### config.mk
export PLATFORM = sky130hd
export DESIGN_NAME = palm_database_header_checker_top
export DESIGN_NICKNAME = d
export VERILOG_FILES = /design/src/rtl/pdhc_pkg.sv /design/src/rtl/palm_database_header_checker_top.sv
export VERILOG_INCLUDE_DIRS = /design/src /design/src/rtl
export SDC_FILE = /design/constraint.sdc
export NUM_CORES = 2
export LEC_CHECK = 0
export BUFFER_PORTS_ARGS = -buffer_cell sky130_fd_sc_hd__buf_2
export CORE_MARGIN = 1.5
export CORE_UTILIZATION = 42
export CTS_CLUSTER_DIAMETER = 150
export DETAILED_ROUTE_END_ITERATION = 8
export GPL_TIMING_DRIVEN = 0
export PLACE_DENSITY_LB_ADDON = 0.08
export SYNTH_ARGS = -nofsm -noshare
export SYNTH_HDL_FRONTEND = slang
export SYNTH_SLANG_ARGS = --single-unit
### constraint.sdc
create_clock -name clk_i -period 19.6 [get_ports clk_i]
set_input_delay 4.9 -clock clk_i [delete_from_list [all_inputs] [get_ports clk_i]]
set_output_delay 4.9 -clock clk_i [all_outputs]
set_load 0.1 [all_outputs]
### src/rtl/palm_database_header_checker_top_assert.svh
// Assertion macros for the database header checker top level.
// Depends on clk_i and rst_ni being visible at the point of use.
`ifndef PALM_DATABASE_HEADER_CHECKER_TOP_ASSERT_SVH
`define PALM_DATABASE_HEADER_CHECKER_TOP_ASSERT_SVH

// Implication checked on every rising clock edge outside reset.
`define PDHC_ASSERT_IMP(lbl, ante, cons) \
  lbl: assert property (@(posedge clk_i) disable iff (!rst_ni) (ante) |-> (cons)) \
    else $error("pdhc implication failed");

// Condition that must never hold outside reset.
`define PDHC_ASSERT_NEVER(lbl, cond) \
  lbl: assert property (@(posedge clk_i) disable iff (!rst_ni) !(cond)) \
    else $error("pdhc forbidden condition");

`endif

### src/rtl/pdhc_pkg.sv
// Package for the database header checker: transfer types, codes, constants, check functions.
// No dependencies.
`timescale 1ns / 1ps
package pdhc_pkg;

  localparam int unsigned HdrBytes     = 78;
  localparam logic [15:0] ReservedMask = 16'h7000;
  localparam logic [7:0]  CodeLow      = 8'h20;
  localparam logic [7:0]  CodeHigh     = 8'h7e;
  localparam logic [31:0] TogoCode     = 32'h546F476F;
  localparam logic [3:0]  ResEntry     = 4'd10;
  localparam logic [3:0]  RecEntry     = 4'd8;
  localparam logic [31:0] MaxFiller    = 32'd2;
  localparam int unsigned FifoDepth    = 4;

  typedef enum logic [2:0] {
    KIND_APP     = 3'd0,
    KIND_SORT    = 3'd1,
    KIND_RECORD  = 3'd2,
    KIND_RES     = 3'd3,
    KIND_VERDICT = 3'd4
  } block_kind_e;

  typedef enum logic [3:0] {
    ST_OK          = 4'd0,
    ST_SMALL       = 4'd1,
    ST_BAD_NAME    = 4'd2,
    ST_RESERVED    = 4'd3,
    ST_BAD_CODE    = 4'd4,
    ST_NO_ENTRIES  = 4'd5,
    ST_OVERFLOW    = 4'd6,
    ST_BAD_RES     = 4'd7,
    ST_BAD_FILLER  = 4'd8,
    ST_ORDER       = 4'd9,
    ST_EMPTY_LAST  = 4'd10
  } check_status_e;

  typedef struct packed {
    logic [7:0] data_byte;
    logic       file_start;
  } in_t;

  typedef struct packed {
    block_kind_e   block_kind;
    logic [31:0]   block_offset;
    logic [31:0]   block_length;
    logic [31:0]   entry_ident;
    logic [15:0]   entry_flags;
    logic [15:0]   entry_number;
    logic          resource_kind;
    logic          togo_document;
    logic [15:0]   header_version;
    check_status_e check_status;
    logic          verdict_flag;
  } out_t;

  function automatic logic printable(input logic [31:0] v);
    logic ok;
    ok = 1'b1;
    for (int i = 0; i < 4; i++) begin
      if (v[8*i +: 8] < CodeLow || v[8*i +: 8] > CodeHigh) ok = 1'b0;
    end
    return ok;
  endfunction

  function automatic check_status_e off_check(input logic [31:0] off, input logic seen,
                                              input logic [31:0] prev,
                                              input logic [31:0] tend,
                                              input logic [31:0] flen);
    check_status_e st;
    st = ST_OK;
    if (!seen) begin
      if (off < tend || (off - tend) > MaxFiller) st = ST_BAD_FILLER;
    end else if (off < prev) begin
      st = ST_ORDER;
    end
    if (st == ST_OK && off > flen) st = ST_ORDER;
    return st;
  endfunction

endpackage

### src/rtl/palm_database_header_checker_top.sv
// Latency: a result is offered the cycle after the byte that causes it transfers, if no result is queued ahead.
// Throughput: one byte per cycle while input ready is high; up to two results per byte through a 4-entry queue.
// Input ready drops while fewer than two queue slots are free.
// Reset: asynchronous active low; parse halted until a file start, length 0.
// Depends on pdhc_pkg and palm_database_header_checker_top_assert.svh.
`timescale 1ns / 1ps
module palm_database_header_checker_top (
  input  logic           clk_i,
  input  logic           rst_ni,
  input  logic           in_valid_i,
  output logic           in_ready_o,
  input  pdhc_pkg::in_t  in_data_i,
  output logic           out_valid_o,
  input  logic           out_ready_i,
  output pdhc_pkg::out_t out_data_o,
  input  logic           cfg_we_i,
  input  logic [31:0]    cfg_wdata_i
);
  import pdhc_pkg::*;
  `include "palm_database_header_checker_top_assert.svh"

  logic [31:0] fl_q;
  logic [19:0] pos_q, pos_d;
  logic        name_end_q, name_end_d;
  logic [31:0] shift_q, shift_d;
  logic [15:0] attr_q, attr_d, ver_q, ver_d, total_q, total_d;
  logic [31:0] type_q, type_d, creator_q, creator_d;
  logic        pv_q, pv_d;
  block_kind_e pk_q, pk_d;
  logic [31:0] po_q, po_d, pi_q, pi_d;
  logic [15:0] pf_q, pf_d, pn_q, pn_d;
  logic [31:0] prev_q, prev_d;
  logic        seen_q, seen_d, halted_q, halted_d;
  logic [31:0] app_q, app_d, sort_q, sort_d, ew_q, ew_d;
  logic [15:0] eh_q, eh_d, idx_q, idx_d;
  logic [3:0]  sub_q, sub_d;
  logic [19:0] tend_q, tend_d;

  logic          acc, start;
  logic [1:0]    n_res;
  out_t          r0, r1;
  logic [3:0]    esz;
  logic [19:0]   prod, tend_c;
  check_status_e st_a, st_b, st_t;
  logic          go;

  out_t        mem_q [FifoDepth];
  logic [1:0]  wr_q, rd_q;
  logic [2:0]  cnt_q;
  logic        pop;

  assign acc   = in_valid_i && in_ready_o;
  assign start = in_data_i.file_start;
  assign esz   = attr_q[0] ? ResEntry : RecEntry;
  assign prod  = {1'b0, shift_q[7:0], in_data_i.data_byte, 3'b000} +
                 (attr_q[0] ? {3'b000, shift_q[7:0], in_data_i.data_byte, 1'b0} : 20'd0);
  assign tend_c = 20'(HdrBytes) + prod;

  always_comb begin
    pos_d = pos_q; name_end_d = name_end_q; shift_d = shift_q;
    attr_d = attr_q; ver_d = ver_q; total_d = total_q;
    type_d = type_q; creator_d = creator_q;
    pv_d = pv_q; pk_d = pk_q; po_d = po_q; pi_d = pi_q; pf_d = pf_q; pn_d = pn_q;
    prev_d = prev_q; seen_d = seen_q; halted_d = halted_q;
    app_d = app_q; sort_d = sort_q; ew_d = ew_q; eh_d = eh_q;
    idx_d = idx_q; sub_d = sub_q; tend_d = tend_q;
    n_res = 2'd0; r0 = '0; r1 = '0;
    st_a = ST_OK; st_b = ST_OK; st_t = ST_OK;
    go = 1'b0;
    r0.block_kind = KIND_VERDICT; r0.check_status = ST_OK;
    r1.block_kind = KIND_VERDICT; r1.check_status = ST_OK;
    if (acc && start) begin
      pos_d = '0; name_end_d = 1'b0; shift_d = '0; attr_d = '0; ver_d = '0;
      total_d = '0; type_d = '0; creator_d = '0; pv_d = 1'b0; pk_d = KIND_APP;
      po_d = '0; pi_d = '0; pf_d = '0; pn_d = '0; prev_d = '0; seen_d = 1'b0;
      app_d = '0; sort_d = '0; ew_d = '0; eh_d = '0; idx_d = '0; sub_d = '0;
      tend_d = '0; halted_d = 1'b0;
      if (fl_q < 32'(HdrBytes + 1)) begin
        halted_d = 1'b1; n_res = 2'd1;
        r0.check_status = ST_SMALL; r0.verdict_flag = 1'b1;
      end else begin
        go = 1'b1;
      end
    end else if (acc && !halted_q) begin
      go = 1'b1;
    end
    if (go) begin
      shift_d = {(start ? 24'd0 : shift_q[23:0]), in_data_i.data_byte};
      pos_d   = (start ? 20'd0 : pos_q) + 20'd1;
      if (start || pos_q < 20'd32) begin
        if (!start && name_end_q) begin
          if (in_data_i.data_byte != 8'd0) begin
            n_res = 2'd1; r0.check_status = ST_BAD_NAME;
          end
        end else if (in_data_i.data_byte == 8'd0) begin
          if (start) begin
            n_res = 2'd1; r0.check_status = ST_BAD_NAME;
          end else begin
            name_end_d = 1'b1;
          end
        end else if (in_data_i.data_byte < CodeLow) begin
          n_res = 2'd1; r0.check_status = ST_BAD_NAME;
        end
        if (start && in_data_i.data_byte != 8'd0 && in_data_i.data_byte >= CodeLow) begin
          name_end_d = 1'b0;
        end
      end else if (pos_q == 20'h21) begin
        attr_d = shift_d[15:0];
        if ((shift_d[15:0] & ReservedMask) != 16'd0) begin
          n_res = 2'd1; r0.check_status = ST_RESERVED;
        end
      end else if (pos_q == 20'h23) begin
        ver_d = shift_d[15:0];
      end else if (pos_q == 20'h37) begin
        app_d = shift_d;
      end else if (pos_q == 20'h3b) begin
        sort_d = shift_d;
      end else if (pos_q == 20'h3f) begin
        type_d = shift_d;
      end else if (pos_q == 20'h43) begin
        creator_d = shift_d;
        if (!printable(type_q) || !printable(shift_d)) begin
          n_res = 2'd1; r0.check_status = ST_BAD_CODE;
        end
      end else if (pos_q == 20'(HdrBytes - 1)) begin
        total_d = shift_d[15:0];
        tend_d  = tend_c;
        sub_d   = '0;
        idx_d   = '0;
        if (shift_d[15:0] == 16'd0) begin
          n_res = 2'd1; r0.check_status = ST_NO_ENTRIES;
        end else if ({12'd0, tend_c} > fl_q) begin
          n_res = 2'd1; r0.check_status = ST_OVERFLOW;
        end else begin
          if (app_q != 32'd0) begin
            st_a = off_check(app_q, 1'b0, 32'd0, {12'd0, tend_c}, fl_q);
          end
          if (st_a != ST_OK) begin
            n_res = 2'd1; r0.check_status = st_a;
          end else begin
            if (app_q != 32'd0) begin
              pv_d = 1'b1; pk_d = KIND_APP; po_d = app_q; prev_d = app_q; seen_d = 1'b1;
            end
            if (sort_q != 32'd0) begin
              st_b = off_check(sort_q, seen_d, prev_d, {12'd0, tend_c}, fl_q);
              if (st_b != ST_OK) begin
                n_res = 2'd1; r0.check_status = st_b;
              end else begin
                if (pv_d) begin
                  n_res = 2'd1;
                  r0.block_kind = pk_d; r0.block_offset = po_d;
                  r0.block_length = sort_q - po_d;
                end
                pv_d = 1'b1; pk_d = KIND_SORT; po_d = sort_q; prev_d = sort_q;
                seen_d = 1'b1;
              end
            end
          end
        end
      end else if (pos_q >= 20'(HdrBytes)) begin
        if (sub_q == esz - 4'd1) begin
          sub_d = '0; idx_d = idx_q + 16'd1;
        end else begin
          sub_d = sub_q + 4'd1;
        end
        if (sub_q == 4'd3) begin
          ew_d = shift_d;
          if (attr_q[0] && !printable(shift_d)) begin
            n_res = 2'd1; r0.check_status = ST_BAD_RES;
          end
        end else if (attr_q[0] && sub_q == 4'd5) begin
          eh_d = shift_d[15:0];
        end else if (sub_q == esz - 4'd1) begin
          if (attr_q[0]) begin
            po_d = shift_d; pk_d = KIND_RES; pi_d = ew_q; pf_d = eh_q;
          end else begin
            po_d = ew_q; pk_d = KIND_RECORD; pi_d = {8'd0, shift_d[23:0]};
            pf_d = {8'd0, shift_d[31:24]};
          end
          pn_d = idx_q;
          st_t = off_check(po_d, seen_q, prev_q, {12'd0, tend_q}, fl_q);
          if (st_t != ST_OK) begin
            pk_d = pk_q; po_d = po_q; pi_d = pi_q; pf_d = pf_q; pn_d = pn_q;
            n_res = 2'd1; r0.check_status = st_t;
          end else begin
            if (pv_q) begin
              n_res = 2'd1;
              r0.block_kind = pk_q; r0.block_offset = po_q;
              r0.block_length = po_d - po_q; r0.entry_ident = pi_q;
              r0.entry_flags = pf_q; r0.entry_number = pn_q;
            end
            pv_d = 1'b1; prev_d = po_d; seen_d = 1'b1;
            if (idx_q + 16'd1 >= total_q) begin
              if (po_d >= fl_q) begin
                r1.check_status = ST_EMPTY_LAST; r1.verdict_flag = 1'b1;
              end else begin
                r1.block_kind = pk_d; r1.block_offset = po_d;
                r1.block_length = fl_q - po_d; r1.entry_ident = pi_d;
                r1.entry_flags = pf_d; r1.entry_number = pn_d; r1.verdict_flag = 1'b1;
                pv_d = 1'b0;
              end
              halted_d = 1'b1;
              if (pv_q) begin
                n_res = 2'd2;
              end else begin
                n_res = 2'd1; r0 = r1;
              end
            end
          end
        end
      end
      if (n_res != 2'd0 && r0.block_kind == KIND_VERDICT) begin
        r0.verdict_flag = 1'b1; halted_d = 1'b1;
      end
    end
    r0.resource_kind = attr_d[0]; r1.resource_kind = attr_d[0];
    r0.togo_document = (type_d == TogoCode) && (creator_d == TogoCode);
    r1.togo_document = r0.togo_document;
    r0.header_version = ver_d; r1.header_version = ver_d;
  end

  always_ff @(posedge clk_i or negedge rst_ni) begin
    if (!rst_ni) begin
      fl_q <= '0; pos_q <= '0; name_end_q <= 1'b0; shift_q <= '0; attr_q <= '0;
      ver_q <= '0; total_q <= '0; type_q <= '0; creator_q <= '0;
      pv_q <= 1'b0; pk_q <= KIND_APP; po_q <= '0; pi_q <= '0; pf_q <= '0; pn_q <= '0;
      prev_q <= '0; seen_q <= 1'b0; halted_q <= 1'b1; app_q <= '0; sort_q <= '0;
      ew_q <= '0; eh_q <= '0; idx_q <= '0; sub_q <= '0; tend_q <= '0;
    end else begin
      if (cfg_we_i) fl_q <= cfg_wdata_i;
      pos_q <= pos_d; name_end_q <= name_end_d; shift_q <= shift_d; attr_q <= attr_d;
      ver_q <= ver_d; total_q <= total_d; type_q <= type_d; creator_q <= creator_d;
      pv_q <= pv_d; pk_q <= pk_d; po_q <= po_d; pi_q <= pi_d; pf_q <= pf_d; pn_q <= pn_d;
      prev_q <= prev_d; seen_q <= seen_d; halted_q <= halted_d;
      app_q <= app_d; sort_q <= sort_d; ew_q <= ew_d; eh_q <= eh_d;
      idx_q <= idx_d; sub_q <= sub_d; tend_q <= tend_d;
    end
  end

  assign pop         = out_valid_o && out_ready_i;
  assign out_valid_o = cnt_q != 3'd0;
  assign out_data_o  = mem_q[rd_q];
  assign in_ready_o  = cnt_q <= 3'(FifoDepth - 2);

  always_ff @(posedge clk_i) begin
    if (n_res != 2'd0) mem_q[wr_q] <= r0;
    if (n_res == 2'd2) mem_q[wr_q + 2'd1] <= r1;
  end

  always_ff @(posedge clk_i or negedge rst_ni) begin
    if (!rst_ni) begin
      wr_q <= '0; rd_q <= '0; cnt_q <= '0;
    end else begin
      wr_q  <= wr_q + n_res;
      rd_q  <= rd_q + {1'b0, pop};
      cnt_q <= cnt_q + {1'b0, n_res} - {2'b00, pop};
    end
  end

  `PDHC_ASSERT_NEVER(a_fifo_bound, cnt_q > 3'(FifoDepth))
  `PDHC_ASSERT_IMP(a_halted_silent, acc && !start && halted_q, n_res == 2'd0)
  `PDHC_ASSERT_IMP(a_status_final, out_valid_o && !out_data_o.verdict_flag,
                   out_data_o.check_status == ST_OK)
  `PDHC_ASSERT_IMP(a_verdict_halts, n_res != 2'd0 && !halted_d, !halted_q)

endmodule
After elaboration in Yosys (flattened, before gate mapping)

Memory sizes are Yosys's and may differ from the RTL's.
Cells that the tools add are included.

Mux-type cells: 619
Add/sub/neg operators: 17
Magnitude comparators: 35
Eq/ne operators: 15
Reductions and logical operators: 48

Operators by type and width:

| kind                                                                   | count |
|---|---|
| 32-bit two-way mux                                                     | 138 |
| 154-bit two-way mux                                                    | 24 |
| 131-bit two-way mux                                                    | 17 |
| 16-bit two-way mux                                                     | 75 |
| 149-bit two-way mux                                                    | 6 |
| 4-bit two-way mux                                                      | 118 |
| 67-bit two-way mux                                                     | 7 |
| 20-bit two-way mux                                                     | 13 |
| 1-bit two-way mux                                                      | 145 |
| 20-bit by 6-bit == test with 1-bit output (second input constant)      | 5 |
| 32-bit by 2-bit > comparator with 1-bit output (second input constant) | 3 |
| 32-bit > comparator                                                    | 3 |
| 32-bit by 20-bit < comparator with 1-bit output                        | 3 |
| 32-bit by 20-bit subtractor with 32-bit output                         | 3 |
| 32-bit subtractor                                                      | 3 |
| 82-bit two-way mux                                                     | 1 |
| 5-bit two-way mux                                                      | 15 |
| 24-bit two-way mux                                                     | 3 |
| 2-bit two-way mux                                                      | 35 |
| 32-bit by 31-bit == test with 1-bit output (second input constant)     | 2 |
| 8-bit by 7-bit > comparator with 1-bit output (second input constant)  | 8 |
| 32-bit < comparator                                                    | 2 |
| 8-bit by 6-bit < comparator with 1-bit output (second input constant)  | 8 |
| 32-bit nonzero test                                                    | 2 |
| 39 further kinds                                                       | 95 |

RAM bits: 616
Output and inout bits: 156
Input bits: 46
Word-level logic and storage cells: 763
Register bits after elaboration: 482
Memories: 1

Memories:

| name  | words | bits a word | read ports | clocked after memory_dff | wr ports | RTL line                               | source |
|---|---|---|---|---|---|---|---|
| mem_q | 4     | 154         | 1          | 0                        | 2        | palm_database_header_checker_top.sv:47 | `out_t mem_q [FifoDepth];` |

Logic depth before layout (Yosys ltp)

Word-level depth: 98
Mapped depth: 37
Gate-level depth less buffers: 32

Least setup slack after synthesis

OpenSTA, ideal clock, no wires.

Path type: input to register
Start point: input in_data_i[1] (netlist bit)
End point: memory mem_q[2][0] (netlist bit), enable pin
Cell stages on the path: 29
Arrival time: 13.564 ns
Data required time: 18.329 ns
Library setup time: 1.271 ns
Path buffers: 5
Setup slack: 4.764 ns
Cell sequence: buf_2 > inv_1 > clkbuf_1 > ha_1 > inv_1 > ha_1 > a21o_1 > a21o_1 > or2_2 > a21oi_1 > xor2_1 > ha_1 > and2_1 > nor4_1 > a21oi_1 > maj3_1 > o211ai_1 > a211oi_1 > or4_1 > nor4_1 > nand4_1 > or4_1 > clkbuf_1 > o41ai_4 > nand3_2 > a31oi_4 > buf_4 > buf_4 > nand2_1

RTL lines:

| item               | RTL line                               | source |
|---|---|---|
| start: declaration | palm_database_header_checker_top.sv:12 | `input pdhc_pkg::in_t in_data_i,` |
| end: declaration   | palm_database_header_checker_top.sv:47 |  |

==> summary.txt <==
Status
  – Outcome: complete, but fails checks
  – Failing checks: max-capacitance violations, max-slew violations

Finish
  – Nets: 7,725
  – Share of layout cells above drive strength 1: 10.2%
  – Design Area, Final: 76,900 µm²
  – Fin util: 47.7%
  – P&R area growth vs syn: 12.3%
  – Fill cells: 15,700
  – Non-Filler Instances: 9,617

STA
  – RSZ-0062 raised after global routing: false
  – Final worst path period share: 84.4%
  – Clock Skew: 0.0811 ns
  – Slew margin rel.: -3.43%
  – Min cycle time layout: 16.55 ns
  – Top achievable clock speed: 0.0604 GHz
  – WHS: 0.469 ns
  – Max-slew violations: 25
  – Final setup vio count: 0
  – Setup WS post-layout: 3.05 ns
  – Final hold vios: 0
  – Post-route setup TNS: 0 ns
  – Least-Margin Pin Slew: 1.54 ns

Route
  – DRC: 0
  – DR pass1 iterations: 8
  – 1st-iter DRT viols: 8,545
  – DR vias/cell: 6.75
  – Total length of routed wires: 344,000 µm
  – WL/cell: 35.7 µm
  – Vias: 64,900
  – Routed Antenna Nets: 0

Synthesis
  – EDFF count, synth: 608
  – Post-Syn Instances: 6,995
  – Mapped Avg Cell Area: 9.78 µm²
  – Library cells used by synthesis: 105
  – Primary FF master, synth: edfxtp_1
  – Post-Syn Area: 68,400 µm²
  – Syn_nets: 7,381
  – Yosys warning count: 0
  – Seq/Total Area, Yosys: 44.0%
  – Asr flop ratio synth: 43.1%
  – #FFs+latches synth: 1,083

Clock tree
  – Post-CTS Hold Buffers: 0
  – CTS Buf Count: 121
  – Clock Path Buffers: 3
  – H-tree level count: 3
  – Clk_lat worst skew: 0.82 ns
  – Clk root buf: clkbuf_16
  – CTS Sinks: 1,083
  – Postcts setup bufs: 0
  – CTS tree: built
  – Post-cts sizing count: 0
  – Clock transition at path regs: 0.07 ns

Worst setup path
  – Crit path max fanout: 97
  – Most common cell on crit path: nor2_1
  – Critical path class: in -> reg
  – Worst EP required: 19.94 ns
  – Crit path arrival time: 16.89 ns
  – Crit-path slowest cell: a211oi_1
  – Setup crit end kind: register
  – Max incr delay on CP: 1.20 ns
  – Startpoint Class: primary input

GRT
  – Pin count of the biggest net entering global routing: 115
  – GRT Overall Usage: 40.7%
  – Vias in the first global route: 60,700
  – Initial antenna violation count: 10
  – First-pass GRT wire length: 473,000 µm
  – Total gr overflow: 0

Die
  – Starting density of the core: 42.5%
  – I/O pin cnt: 202
  – Die Height: 407 µm
  – Row count: 147
  – CORE AREA: 161,000 µm²
  – Die X: 407 µm
  – Die area: 165,000 µm²

Placed design
  – Port bufs: 199
  – Dpl ws: 3.19 ns
  – GPL Wtd Cong: 1.04
  – Placed cell areas: 72,600 µm²
  – Final HPWL DP: 267,000 µm
  – Placed Instances: 9,376

Power and ir drop
  – Leakage: 27.2 nW
  – Power density cells: 105 nW/µm²
  – Power, Total: 8.07 mW
  – Peak supply drop: 102 µV

Min path
  – Hold crit path type: reg -> reg

Run
  – Maxcap violations: 4
-- metal layers --
layer,vias to the layer above,part of all wire [%],track usage [%]
li1,27500,-,-
met1,32700,41,55.7
met2,3905,42,59.7
met3,790,10,8.92
met4,6,6.4,22.3
met5,-,0.012,0
-- power breakdown --
group	leakage (nW)	internal, mW	switching [mW]
Combinational	14.3	0.795	2.25
Sequential	10.9	2.47	0.0953
Clock	2.03	1.40	1.06
-- placed cells by master (no fill, tap or decap), types with 121 or more instances in the layout --
master and count:
nand2_1 619, edfxtp_1 608, o21ai_0 497, dfrtp_1 466
clkbuf_1 410, nand3_1 384, nor2_1 379, a21oi_1 377
inv_1 347, ha_1 335, o22ai_1 310, buf_2 260
o32ai_1 189, mux4_2 154, a21o_1 132, nor3_1 129
clkbuf_16 121
-- critical path, delay by kind of cell --
kind	cells	cell delay, ns
simple gates	7	2.76
compound gates	12	4.34
fa+ha+maj	3	1.09
buf+inv	7	2.79
xor+xnor	1	0.65
-- synth_stat cells (all sizes together) (62+ instances only) --
cell	instances	share of area (%)
dfrtp	466	17
a22o	82	1.0
nand4	78	0.71
nor2	380	2.1
nor4	62	0.58
inv	351	1.9
o21ai	514	3.8
ha	335	6.1
o32ai	189	2.4
edfxtp	608	27
nand3	385	2.8
a31oi	87	0.85
or3	68	0.62
nor3	132	0.98
o22ai	310	2.8
nand2	621	3.4
o31ai	76	0.84
a21oi	378	2.8
mux2i	76	1.1
xnor2	88	1.2
a21o	132	1.4
buf	150	1.1
mux4	154	5.1
clkbuf	394	2.2
-- sequential cells by signal, summed over array words and instances, names as in the netlist, 4 cells and up --
register	cells
type_q	32
sort_q	32
creator_q	32
eh_q	16
pf_q	16
pos_q	20
sub_q	4
ew_q	32
shift_q	24
mem_q	616
ver_q	16
pi_q	32
pn_q	16
idx_q	16
po_q	32
prev_q	32
fl_q	32
total_q	16
app_q	32
tend_q	20
-- cell type report --
type | instances | area (µm²) | area share (%)
multi-input combinational | 5016 | 34900 | 45.4
antenna | 12 | 30.0 | 0.0391
clock inverter | 84 | 998 | 1.30
timing repair buffer | 221 | 1420 | 1.85
clock buffer | 145 | 3190 | 4.15
buffer | 544 | 2200 | 2.86
inverter | 352 | 1340 | 1.74
tap | 2160 | 2700 | 3.52
sequential | 1083 | 30100 | 39.2
-- cells by family after synthesis --
logic type      after synthesis  synth area share, %
flops                      1083                 44.0
xor+xnor                    139                 1.87
buf+inv                     896                 5.14
mux                         246                 6.45
simple gates               2042                 14.3
fa+ha+maj                   349                 6.41
compound gates             2240                 21.8
-- final timing paths --
check                      slack, ns  depth (start not counted)          from       endpoint
max                             3.05                         30  in_data_i[1]  mem_q[1][127]
min                             0.47                          2   mem_q[0][1]    mem_q[0][1]
max in group asynchronous      13.93                          3        rst_ni        pf_q[4]
min reg2reg                     0.47                          2   mem_q[0][1]    mem_q[0][1]
max reg2reg                     5.07                         35     attr_q[0]  mem_q[1][127]
min in group asynchronous       4.05                          1        rst_ni       ver_q[4]
Power figures use the tool's default switching activity.
